[src/rtl/core/utf8_aware_byte_tokenizer_defines.svh]
// Assertion macros shared by the tokenizer RTL.
`ifndef UTF8_AWARE_BYTE_TOKENIZER_DEFINES_SVH
`define UTF8_AWARE_BYTE_TOKENIZER_DEFINES_SVH

// Same-cycle implication, disabled while reset is asserted.
`define UABT_ASSERT_IMPL(label, clk, rst_n, ante, cons, msg) \
    label: assert property (@(posedge clk) disable iff (!rst_n) (ante) |-> (cons)) \
        else $error(msg);

// Next-cycle implication, disabled while reset is asserted.
`define UABT_ASSERT_NEXT(label, clk, rst_n, ante, cons, msg) \
    label: assert property (@(posedge clk) disable iff (!rst_n) (ante) |=> (cons)) \
        else $error(msg);

`endif

[src/rtl/core/uabt_pkg.sv]
`timescale 1ns / 1ps
`default_nettype none

package uabt_pkg;

    // Most result items a single input item can cause.
    localparam int RES_MAX = 5;

    // Result kinds.
    localparam logic KIND_TOKEN  = 1'b0;
    localparam logic KIND_MARKER = 1'b1;

    // Byte class boundaries and UTF-8 lead patterns.
    localparam logic [7:0] ASCII_LIMIT = 8'h80;
    localparam logic [7:0] LEAD2_MASK  = 8'hE0;
    localparam logic [7:0] LEAD2_CODE  = 8'hC0;
    localparam logic [7:0] LEAD3_MASK  = 8'hF0;
    localparam logic [7:0] LEAD3_CODE  = 8'hE0;
    localparam logic [7:0] LEAD4_MASK  = 8'hF8;
    localparam logic [7:0] LEAD4_CODE  = 8'hF0;

    typedef struct packed {
        logic [7:0] in_byte;
        logic       is_last;
    } in_item_t;

    typedef struct packed {
        logic       kind;
        logic [7:0] out_byte;
        logic       starts_token;
        logic       last_of_run;
    } out_item_t;

    typedef out_item_t [RES_MAX-1:0] res_vec_t;

    typedef logic [2:0][7:0] held_vec_t;

    // Tokenizer state that survives between input items.
    typedef struct packed {
        logic       in_ascii_word;
        logic [1:0] held_count;
        logic [1:0] needed_count;
    } state_t;

    // Write request into the held byte store.
    typedef struct packed {
        logic       en;
        logic [1:0] idx;
        logic [7:0] data;
    } hold_wr_t;

    function automatic logic [7:0] lower_byte(input logic [7:0] c);
        return (c >= 8'h41 && c <= 8'h5A) ? c + 8'h20 : c;
    endfunction

    // ASCII whitespace and punctuation.
    function automatic logic is_delim(input logic [7:0] c);
        return (c == 8'h20) || (c >= 8'h09 && c <= 8'h0D) ||
               (c >= 8'h21 && c <= 8'h2F) || (c >= 8'h3A && c <= 8'h40) ||
               (c >= 8'h5B && c <= 8'h60) || (c >= 8'h7B && c <= 8'h7E);
    endfunction

    // Sequence length a byte at or above 0x80 calls for; 1 when not a lead.
    function automatic logic [2:0] seq_len(input logic [7:0] c);
        if ((c & LEAD2_MASK) == LEAD2_CODE) return 3'd2;
        if ((c & LEAD3_MASK) == LEAD3_CODE) return 3'd3;
        if ((c & LEAD4_MASK) == LEAD4_CODE) return 3'd4;
        return 3'd1;
    endfunction

    function automatic out_item_t make_tok(input logic [7:0] b, input logic start);
        out_item_t r;
        r.kind         = KIND_TOKEN;
        r.out_byte     = b;
        r.starts_token = start;
        r.last_of_run  = 1'b0;
        return r;
    endfunction

    function automatic out_item_t make_marker();
        out_item_t r;
        r.kind         = KIND_MARKER;
        r.out_byte     = 8'h00;
        r.starts_token = 1'b0;
        r.last_of_run  = 1'b0;
        return r;
    endfunction

endpackage

`default_nettype wire

[src/rtl/core/uabt_step.sv]
`timescale 1ns / 1ps
`default_nettype none

// Combinational step: from one registered input item and the current state,
// builds the list of result items and the next state.
module uabt_step (
    input  wire uabt_pkg::in_item_t  item,
    input  wire uabt_pkg::state_t    st,
    input  wire uabt_pkg::held_vec_t held,
    output uabt_pkg::res_vec_t       res,
    output logic [2:0]               res_count,
    output uabt_pkg::state_t         st_next,
    output uabt_pkg::hold_wr_t       hold
);

    logic [7:0] c;
    logic       iaw;
    logic       complete;
    logic       pair_done;
    logic [2:0] n;
    logic [2:0] lead_len;

    always_comb
    begin
        c         = uabt_pkg::lower_byte(item.in_byte);
        lead_len  = uabt_pkg::seq_len(c);
        iaw       = st.in_ascii_word;
        n         = 3'd0;
        res       = '0;
        st_next   = st;
        hold      = '0;
        pair_done = 1'b0;
        complete  = (st.held_count != 2'd0) && (st.held_count == st.needed_count);

        if (complete)
        begin
            // The held sequence is finished by this byte: emit it whole.
            res[n] = uabt_pkg::make_tok(held[0], 1'b1);
            n = n + 3'd1;
            if (st.held_count >= 2'd2)
            begin
                res[n] = uabt_pkg::make_tok(held[1], 1'b0);
                n = n + 3'd1;
            end
            if (st.held_count == 2'd3)
            begin
                res[n] = uabt_pkg::make_tok(held[2], 1'b0);
                n = n + 3'd1;
            end
            res[n] = uabt_pkg::make_tok(c, 1'b0);
            n = n + 3'd1;
            st_next.held_count   = 2'd0;
            st_next.needed_count = 2'd0;
            if (item.is_last)
            begin
                res[n] = uabt_pkg::make_marker();
                n = n + 3'd1;
                st_next = '0;
            end
        end
        else if (item.is_last)
        begin
            // Text ends: rescan held bytes plus this byte with nothing after.
            if (st.held_count != 2'd0)
            begin
                // The held lead cannot fit, so it stands alone.
                res[n] = uabt_pkg::make_tok(held[0], 1'b1);
                n = n + 3'd1;
                iaw = 1'b0;
                if (st.held_count == 2'd2)
                begin
                    if (held[1] < uabt_pkg::ASCII_LIMIT)
                    begin
                        if (!uabt_pkg::is_delim(held[1]))
                        begin
                            res[n] = uabt_pkg::make_tok(held[1], 1'b1);
                            n = n + 3'd1;
                            iaw = 1'b1;
                        end
                    end
                    else if (uabt_pkg::seq_len(held[1]) == 3'd2)
                    begin
                        // A two-byte lead that the final byte completes.
                        res[n] = uabt_pkg::make_tok(held[1], 1'b1);
                        n = n + 3'd1;
                        res[n] = uabt_pkg::make_tok(c, 1'b0);
                        n = n + 3'd1;
                        pair_done = 1'b1;
                    end
                    else
                    begin
                        res[n] = uabt_pkg::make_tok(held[1], 1'b1);
                        n = n + 3'd1;
                        iaw = 1'b0;
                    end
                end
            end
            if (!pair_done)
            begin
                if (c < uabt_pkg::ASCII_LIMIT)
                begin
                    if (!uabt_pkg::is_delim(c))
                    begin
                        res[n] = uabt_pkg::make_tok(c, !iaw);
                        n = n + 3'd1;
                    end
                end
                else
                begin
                    res[n] = uabt_pkg::make_tok(c, 1'b1);
                    n = n + 3'd1;
                end
            end
            res[n] = uabt_pkg::make_marker();
            n = n + 3'd1;
            st_next = '0;
        end
        else if (st.held_count != 2'd0)
        begin
            // Another tail byte of the held sequence.
            hold.en            = 1'b1;
            hold.idx           = st.held_count;
            hold.data          = c;
            st_next.held_count = st.held_count + 2'd1;
        end
        else if (c < uabt_pkg::ASCII_LIMIT)
        begin
            // Plain ASCII: a delimiter closes the word, others extend or open it.
            if (uabt_pkg::is_delim(c))
            begin
                st_next.in_ascii_word = 1'b0;
            end
            else
            begin
                res[n] = uabt_pkg::make_tok(c, !st.in_ascii_word);
                n = n + 3'd1;
                st_next.in_ascii_word = 1'b1;
            end
        end
        else
        begin
            // High byte: either a lone token or a lead to hold.
            st_next.in_ascii_word = 1'b0;
            if (lead_len == 3'd1)
            begin
                res[n] = uabt_pkg::make_tok(c, 1'b1);
                n = n + 3'd1;
            end
            else
            begin
                hold.en              = 1'b1;
                hold.idx             = 2'd0;
                hold.data            = c;
                st_next.held_count   = 2'd1;
                st_next.needed_count = 2'(lead_len - 3'd1);
            end
        end

        // Flag the final result of the run.
        for (int i = 0; i < uabt_pkg::RES_MAX; i++)
        begin
            res[i].last_of_run = (n == 3'(i + 1));
        end
        res_count = n;
    end

endmodule

`default_nettype wire

[src/rtl/core/utf8_aware_byte_tokenizer.sv]
`timescale 1ns / 1ps
`default_nettype none
`include "utf8_aware_byte_tokenizer_defines.svh"

// UTF-8 aware byte tokenizer. Text bytes enter on the byte channel, one item
// per byte with is_last on the final byte; token bytes and an end-of-text
// marker leave on the tok channel. A byte is accepted every cycle as long as
// each byte causes at most one result and tok_ready stays high; the first
// result of a byte passes the input register and then the result buffer
// before it is offered. A byte that completes a multi-byte sequence or ends
// the text can cause up to five results, which drain from a five-entry result
// buffer at one per cycle while tok_ready is high, so the next byte is not
// processed until the last result of the previous one is taken. Bytes that
// are dropped or held cause no result.
module utf8_aware_byte_tokenizer (
    input  wire                     clk,
    input  wire                     rst_n,
    input  wire                     byte_valid,
    output logic                    byte_ready,
    input  wire uabt_pkg::in_item_t byte_data,
    output logic                    tok_valid,
    input  wire                     tok_ready,
    output uabt_pkg::out_item_t     tok_data
);

    uabt_pkg::in_item_t  item_reg, item_next;
    logic                item_valid_reg, item_valid_next;
    uabt_pkg::state_t    state_reg, state_next;
    uabt_pkg::held_vec_t held_reg, held_next;
    uabt_pkg::res_vec_t  res_buf_reg, res_buf_next;
    logic [2:0]          res_cnt_reg, res_cnt_next;
    logic [2:0]          rd_ptr_reg, rd_ptr_next;

    uabt_pkg::res_vec_t  step_res;
    logic [2:0]          step_count;
    uabt_pkg::state_t    step_state;
    uabt_pkg::hold_wr_t  step_hold;

    logic byte_fire;
    logic tok_fire;
    logic buf_free;
    logic transfer;

    uabt_step u_step (
        .item      (item_reg),
        .st        (state_reg),
        .held      (held_reg),
        .res       (step_res),
        .res_count (step_count),
        .st_next   (step_state),
        .hold      (step_hold)
    );

    // Handshake and transfer from the input register into the result buffer.
    assign tok_valid  = (rd_ptr_reg != res_cnt_reg);
    assign tok_data   = res_buf_reg[rd_ptr_reg];
    assign tok_fire   = tok_valid && tok_ready;
    assign buf_free   = !tok_valid || (tok_fire && (rd_ptr_reg == res_cnt_reg - 3'd1));
    assign transfer   = item_valid_reg && buf_free;
    assign byte_ready = !item_valid_reg || transfer;
    assign byte_fire  = byte_valid && byte_ready;

    // Next-state logic.
    always_comb
    begin
        item_next       = byte_fire ? byte_data : item_reg;
        item_valid_next = byte_fire ? 1'b1 : (transfer ? 1'b0 : item_valid_reg);
        state_next      = transfer ? step_state : state_reg;
        held_next       = held_reg;
        if (transfer && step_hold.en)
        begin
            held_next[step_hold.idx] = step_hold.data;
        end
        res_buf_next = transfer ? step_res : res_buf_reg;
        res_cnt_next = transfer ? step_count : res_cnt_reg;
        if (transfer)
        begin
            rd_ptr_next = 3'd0;
        end
        else if (tok_fire)
        begin
            rd_ptr_next = rd_ptr_reg + 3'd1;
        end
        else
        begin
            rd_ptr_next = rd_ptr_reg;
        end
    end

    // Control registers.
    always_ff @(posedge clk or negedge rst_n)
    begin
        if (!rst_n)
        begin
            item_valid_reg <= 1'b0;
            state_reg      <= '0;
            res_cnt_reg    <= 3'd0;
            rd_ptr_reg     <= 3'd0;
        end
        else
        begin
            item_valid_reg <= item_valid_next;
            state_reg      <= state_next;
            res_cnt_reg    <= res_cnt_next;
            rd_ptr_reg     <= rd_ptr_next;
        end
    end

    // Payload registers.
    always_ff @(posedge clk)
    begin
        item_reg    <= item_next;
        held_reg    <= held_next;
        res_buf_reg <= res_buf_next;
    end

    `UABT_ASSERT_IMPL(a_held_le_needed, clk, rst_n, 1'b1, state_reg.held_count <= state_reg.needed_count, "held count exceeds needed count")
    `UABT_ASSERT_IMPL(a_no_word_while_held, clk, rst_n, state_reg.held_count != 2'd0, !state_reg.in_ascii_word, "ASCII word open while a sequence is held")
    `UABT_ASSERT_IMPL(a_rd_ptr_bound, clk, rst_n, 1'b1, rd_ptr_reg <= res_cnt_reg, "read pointer past result count")
    `UABT_ASSERT_NEXT(a_results_shown, clk, rst_n, transfer && step_count != 3'd0, tok_valid, "results loaded but not offered")
    `UABT_ASSERT_IMPL(a_marker_ends_run, clk, rst_n, tok_valid && tok_data.kind == uabt_pkg::KIND_MARKER, tok_data.last_of_run, "end marker not last of its run")

endmodule

`default_nettype wire

[config.mk]
export PLATFORM = sky130hd
export DESIGN_NAME = utf8_aware_byte_tokenizer
export DESIGN_NICKNAME = d
export VERILOG_FILES = /design/src/rtl/core/uabt_pkg.sv /design/src/rtl/core/uabt_step.sv /design/src/rtl/core/utf8_aware_byte_tokenizer.sv
export VERILOG_INCLUDE_DIRS = /design/src /design/src/rtl/core
export SDC_FILE = /design/constraint.sdc
export NUM_CORES = 1
export LEC_CHECK = 0
export ABC_AREA = 1
export ABC_CLOCK_PERIOD_IN_PS = 5400
export BUFFER_PORTS_ARGS = -buffer_cell sky130_fd_sc_hd__buf_4
export CAP_MARGIN = 20
export CORE_UTILIZATION = 55
export CTS_CLUSTER_DIAMETER = 30
export DETAILED_ROUTE_END_ITERATION = 7
export PLACE_DENSITY = 0.75
export SYNTH_ARGS = -nofsm -noshare
export SYNTH_HDL_FRONTEND = slang
export SYNTH_SLANG_ARGS = --single-unit
[constraint.sdc]
create_clock -name clk -period 5.4 [get_ports clk]
set_input_delay 0 -clock clk [delete_from_list [all_inputs] [get_ports clk]]
set_output_delay 0 -clock clk [all_outputs]
set_load 0.01 [all_outputs]
* Yosys cells after proc, flatten, opt, wreduce, memory -nomap -nowiden
Cells that the tools add are included.
Cells by class: add/sub/neg operators 10, magnitude comparators 38, eq/ne operators 27, muxes and demuxes 143, bitwise operators 6, reductions and logical operators 45
Operators with widths (number):
- two-way mux 55 bit | 9
- bitwise mux 55 bit | 4
- two-way mux 11 bit | 16
- demux 11 bit (select 3 bit) | 5
- two-way mux 3 bit | 36
- AND 50 bit | 2
- inverter 50 bit | 2
- two-way mux 33 bit | 3
- two-way mux 10 bit | 6
- less-or-equal comparator 8 x 7 -> 1 bit, second input constant | 7
- two-way mux 1 bit | 48
- two-way mux 44 bit | 1
- >= comparator 8 x 7 -> 1 bit, second input constant | 5
- binary-select mux 11 bit (select 3 bit) | 1
- >= comparator 8 x 6 -> 1 bit, second input constant | 4
- bitwise mux 24 bit | 1
- < comparator 3 x 4 -> 1 bit, second input constant | 6
- logical AND 1 bit | 23
- two-way mux 22 bit | 1
- adder 3 x 1 -> 3 bit, second input constant | 6
- demux 8 bit (select 2 bit) | 1
- == test 8 x 6 -> 1 bit, second input constant | 2
- >= comparator 8 x 4 -> 1 bit, second input constant | 2
- less-or-equal comparator 8 x 4 -> 1 bit, second input constant | 2
- 33 further kinds | 76
Storage, ports and cells: flip-flop bits (word level) 100, bits of input ports 13, output and inout port bits 13, logic and storage cells 300

* Longest topological paths before layout
word-level depth 49, depth in mapped cells 25, gate-level depth less buffers 23

* By module
Synthesis repeated with hierarchy kept, for this count alone.
Second synthesis, totals: cells, all modules 748, area total of the unflattened synthesis 6269.8 µm²
By module, submodules not included:
- utf8_aware_byte_tokenizer | times used 1, cells each 271, area each 3778.6 µm², sequential area each 2942.8 µm²
- uabt_step | times used 1, cells each 477, area each 2491.1 µm², sequential area each 0.0 µm²

* Least setup slack after synthesis
Ideal clock, no wire load.
path kind register -> register, start register item_reg[6] (netlist bit), end register held_reg[16] (netlist bit) (enable), library setup time 395 ps, data arrival time 2850 ps, required time 5005 ps, setup slack 2155 ps, cell stages (with the launch flop) 15, buffers on the path 1, clock period less this slack 3245 ps, cells stage by stage edfxtp_1 -> inv_1 -> ha_1 -> nand4_2 -> nand2_4 -> nand3_2 -> nand2_2 -> buf_2 -> o211ai_1 -> ha_1 -> nand2_1 -> inv_1 -> nor2_1 -> o21ai_2 -> nor4_1
Between the ends: longest elaborated chain between the ends 17, elaborated cells between the ends (all ways) 27, classes of those cells add/sub: 1; order compare: 3; eq/ne: 4; mux: 17; reduce/logical: 2
RTL lines:
- start, declared | RTL line utf8_aware_byte_tokenizer.sv:26 | uabt_pkg::in_item_t item_reg, item_next;
- start signal, assigned | RTL line utf8_aware_byte_tokenizer.sv:112 | item_reg <= item_next;
- >= comparator 8 x 7 -> 1 bit / less-or-equal comparator 8 x 7 -> 1 bit (equally long branches) | RTL line uabt_pkg.sv:53 | return (c >= 8'h41 && c <= 8'h5A) ? c + 8'h20 : c;
- logical AND 1 bit | RTL line uabt_pkg.sv:53
- two-way mux 8 bit (*) | RTL line uabt_pkg.sv:53
- == test 5 bit | RTL line uabt_pkg.sv:67 | if ((c & LEAD4_MASK) == LEAD4_CODE) return 3'd4;
- two-way mux 1 bit (2 in a row) | RTL line uabt_pkg.sv:67
- two-way mux 1 bit | RTL line uabt_pkg.sv:66 | if ((c & LEAD3_MASK) == LEAD3_CODE) return 3'd3;
- two-way mux 3 bit | RTL line uabt_pkg.sv:68 | return 3'd1;
- two-way mux 3 bit | RTL line uabt_pkg.sv:67
- two-way mux 3 bit | RTL line uabt_pkg.sv:66
- == test 3 x 1 -> 1 bit | RTL line uabt_step.sv:144 | if (lead_len == 3'd1)
- two-way mux 11 bit | RTL line uabt_step.sv:144
- two-way mux 11 bit (*) | RTL line uabt_step.sv:126 | else if (c < uabt_pkg::ASCII_LIMIT)
- two-way mux 11 bit (*) | RTL line uabt_step.sv:118 | else if (st.held_count != 2'd0)
- two-way mux 11 bit (*) | RTL line uabt_step.sv:61 | else if (item.is_last)
- two-way mux 11 bit (*) | RTL line uabt_step.sv:35 | if (complete)
- logical AND 1 bit (*) | RTL line utf8_aware_byte_tokenizer.sv:70 | if (transfer && step_hold.en)
- end signal, assigned | RTL line utf8_aware_byte_tokenizer.sv:113 | held_reg <= held_next;
- end, declared | RTL line utf8_aware_byte_tokenizer.sv:29 | uabt_pkg::held_vec_t held_reg, held_next;
Mark *: on every way between the ends. The rest lies on a longest branch, timed or not. The select of a mux whose other input is x is not followed. A chain may end at the register's enable or synchronous reset.

==> qor.yml <==
worst_setup_path:
  worst-setup-path-type: "flip-flop to flip-flop"
  cp_max_fo: 18
  end_kind: "flip-flop"
  required_ps: 5540
  r2r.worst_path.cells: 16
  setup.worst_path.start_class: "flip-flop"
  r2r_slack_ps: 1460
  worstReg2RegEnd: "res_buf_reg[33]$_DFFE_PP_"
  reg2reg_from: "state_reg[3]$_DFFE_PN0P_"
  critPathArrivalTime_ps: 4080
sta:
  finalCriticalPeriod_ps: 3940
  hold_viol: 0
  finalClockSkew_ps: 8.05
  maxSlewViolCount: 0
  hold-worst-slack_ps: 337
  grt_setup_unrepaired: "false"
  fin_tns_setup_ps: 0
  slew_headroom: 0.481
  setup_viol: 0
  min_period_over_period: 0.730
  tightest_slew_ps: 776
  fmax_mhz: 254
synthesis:
  synth_nets: 768
  netlist.area_leader.share: 0.404
  synth_ff_type: "edfxtp_1"
  synth_xor_area_frac: 0.0119
  muxShareOfSynthArea: 0
  async_reset_ff_frac: 0.132
  synth_cells: 739
  synth-seq-cells: 91
  synth_area_per_cell_um2: 7.95
  synth_top_family_by_area: "simple AND/OR/NAND/NOR gates"
  synthAdderAreaFrac: 0.0341
  syn_area_mm2: 0.00587
  synth_top_area_cell: "edfxtp_1"
  ys_warn_count: 0
  synth-edff-count: 79
  synthSimpleGateAreaFrac: 0.284
  synth-seq-area-share: 0.455
  synth-compound-area-share: 0.135
  synth_cell_types: 46
  synth_area_leaders: "edfxtp_1, nand2_1, nor2_1"
layout:
  area_growth_pct: 10.4
  largest_reg_flops: 46
  layout-drive-gt1-share: 0.121
  post-route-util: 0.628
  fin_nets: 791
global_routing:
  grt.overflow.total: 0
  grt_usage: 0.294
  grt_max_degree: 50
  grt_pass1_vias: 4729
  grt_most_used_layer: "met2"
  grtUsageMet3: 0.0439
  grt_util_met2: 0.475
  antenna_found_initial: 0
  met1_usage: 0.393
  grt_first_pass_wirelength_mm: 24.9
power:
  power_switching_mw: 2.01
  power.density_mw_per_mm2: 644
  intPower_mw: 2.16
  p_comb_frac: 0.552
  switching_share: 0.482
  clkPwrFrac: 0.125
  ir_drop_mv: 0.577
  power_frac_seq: 0.324
  p_leak_nw: 2.75
min_path:
  min_from: "byte_data[6]"
  hp-class: "input port to flip-flop"
  whs_endpoint: "item_reg[6]$_DFFE_PP_"
  worstHoldPathCells: 2
placed_design:
  gp_routability_congestion: 0.920
  post-dp-hpwl_mm: 11.3
  io_buffer_count: 25
clock_tree:
  clk_pin_slew_ps: 90
  numCtsBuffers: 9
  worstSkewPairLatency_ps: 380
  clkSinkCount: 91
  cts-hold-fix-buffers: 14
  cts_tree: "done"
  cts_buffer_depth: 2
  cts_max_level: 3
  cts_resized: 0
  postCtsSetupBuffers: 0
  clockRootBuffer: "clkbuf_8"
routing:
  ant_nets: 0
  vias: 5211
  drt_iter0_markers: 489
  viasPerCell: 5.76
  route.detailed.drc: 0
  routed_wire_length_per_instance_um: 17.3
  drt-total-wl_mm: 15.7
  drt-pass1-iter-count: 5
floorplanning:
  die-area_mm2: 0.0111
  dieHeight_um: 105
  core_mm2: 0.0103
  initial_core_util: 0.569
  chipWidth_um: 105
  rows: 37
  ioPinCount: 26
job:
  cap_violations: 0
outcome:
  run_status: "completed"
## final cells by class
cell class / instances / area [um2]
antenna: 1 / 2.50
clock buffer: 10 / 128
multi-input combinational: 533 / 2730
tap: 136 / 170
inverter: 83 / 314
fill: 872 / 3840
clock inverter: 6 / 95.1
timing repair buffer: 44 / 365
sequential: 91 / 2670
## synthesized netlist by cell type, drive strengths merged (7+ instances only)
library cell,count
nand3,50
nor2,103
dfrtp,12
xnor2,8
o22ai,11
inv,82
clkbuf,25
nand2,184
buf,7
a21oi,36
ha,16
nand4,17
edfxtp,79
o21ai,81
## per-layer routing
metal,share of wire,vias to the layer above
met2,0.47,200
met5,0,-
met3,0.070,30
li1,-,2523
met4,0.026,0
met1,0.44,2458
## placed cells by master (no fill, tap or decap), types with 5 or more instances in the layout
cell type,count
nand2_2,12
nor2_1,98
dlygate4sd3_1,14
a21oi_1,36
o22ai_1,11
o211ai_1,6
clkbuf_8,9
nand2_1,167
nor2_2,5
buf_4,30
edfxtp_1,79
dfrtp_1,12
nand3_1,43
xnor2_1,8
o21ai_1,15
inv_1,70
nor3_1,5
ha_1,16
o21ai_0,64
nand4_1,15
inv_2,10
## critical path: stages (launching register included)
cell     delay [ps]
dfrtp_1         730
inv_1           280
ha_1            360
nor2_1          170
inv_1            70
a21oi_1         400
inv_1           270
ha_1            350
nand4_1         140
nand2_4         150
inv_2            70
ha_1            270
inv_1            40
o22ai_1         160
inv_1           100
nand2_1         100
nor2_1           40
## worst max path at each step
stage                             startpoint                   endpoint  slack (ps)  depth (start not counted)
global route        state_reg[3]$_DFFE_PN0P_  res_buf_reg[33]$_DFFE_PP_        1120                         16
floorplan              item_reg[6]$_DFFE_PP_     held_reg[16]$_DFFE_PP_        2160                         14
finish              state_reg[3]$_DFFE_PN0P_  res_buf_reg[33]$_DFFE_PP_        1460                         16
detailed placement  state_reg[3]$_DFFE_PN0P_  res_buf_reg[33]$_DFFE_PP_        1520                         16
global placement    state_reg[3]$_DFFE_PN0P_  res_buf_reg[33]$_DFFE_PP_        1670                         16
CTS                 state_reg[3]$_DFFE_PN0P_  res_buf_reg[33]$_DFFE_PP_        1500                         16
## cell families (layout without fill, tap and decap cells)
group                    after synthesis  count (layout)
AND/OR/NAND/NOR                      365             365
AO/OA/AOI/OAI                        144             144
other                                  0               1
XOR/XNOR                               8               8
flip-flops                            91              91
adder cells (fa/ha/maj)               16              16
buffers and inverters                115             143
## power by group through the flow
stage | combinational [mW] | clock (mW) | sequential, mW
after floorplan | 1.70 | 0 | 1.26
after global placement | 2.24 | 0 | 1.36
after detailed placement | 2.26 | 0 | 1.36
after CTS | 2.28 | 0.525 | 1.35
after global routing | 2.56 | 0.548 | 1.38
final | 2.30 | 0.520 | 1.35
## metrics by stage
| step | setup slack (ps) | instances | cell area, um2 | power [mW] |
|---|---|---|---|---|
| final | 1460 | 904 | 6480 | 4.18 |
| after global routing | 1120 | 903 | 6480 | 4.48 |
| after CTS | 1500 | 903 | 6480 | 4.15 |
| after detailed placement | 1520 | 873 | 6120 | 3.62 |
| after global placement | 1670 | 873 | 6120 | 3.59 |
| after floorplan | 2160 | 739 | 5870 | 2.96 |
(Power assumes the default switching activity.)
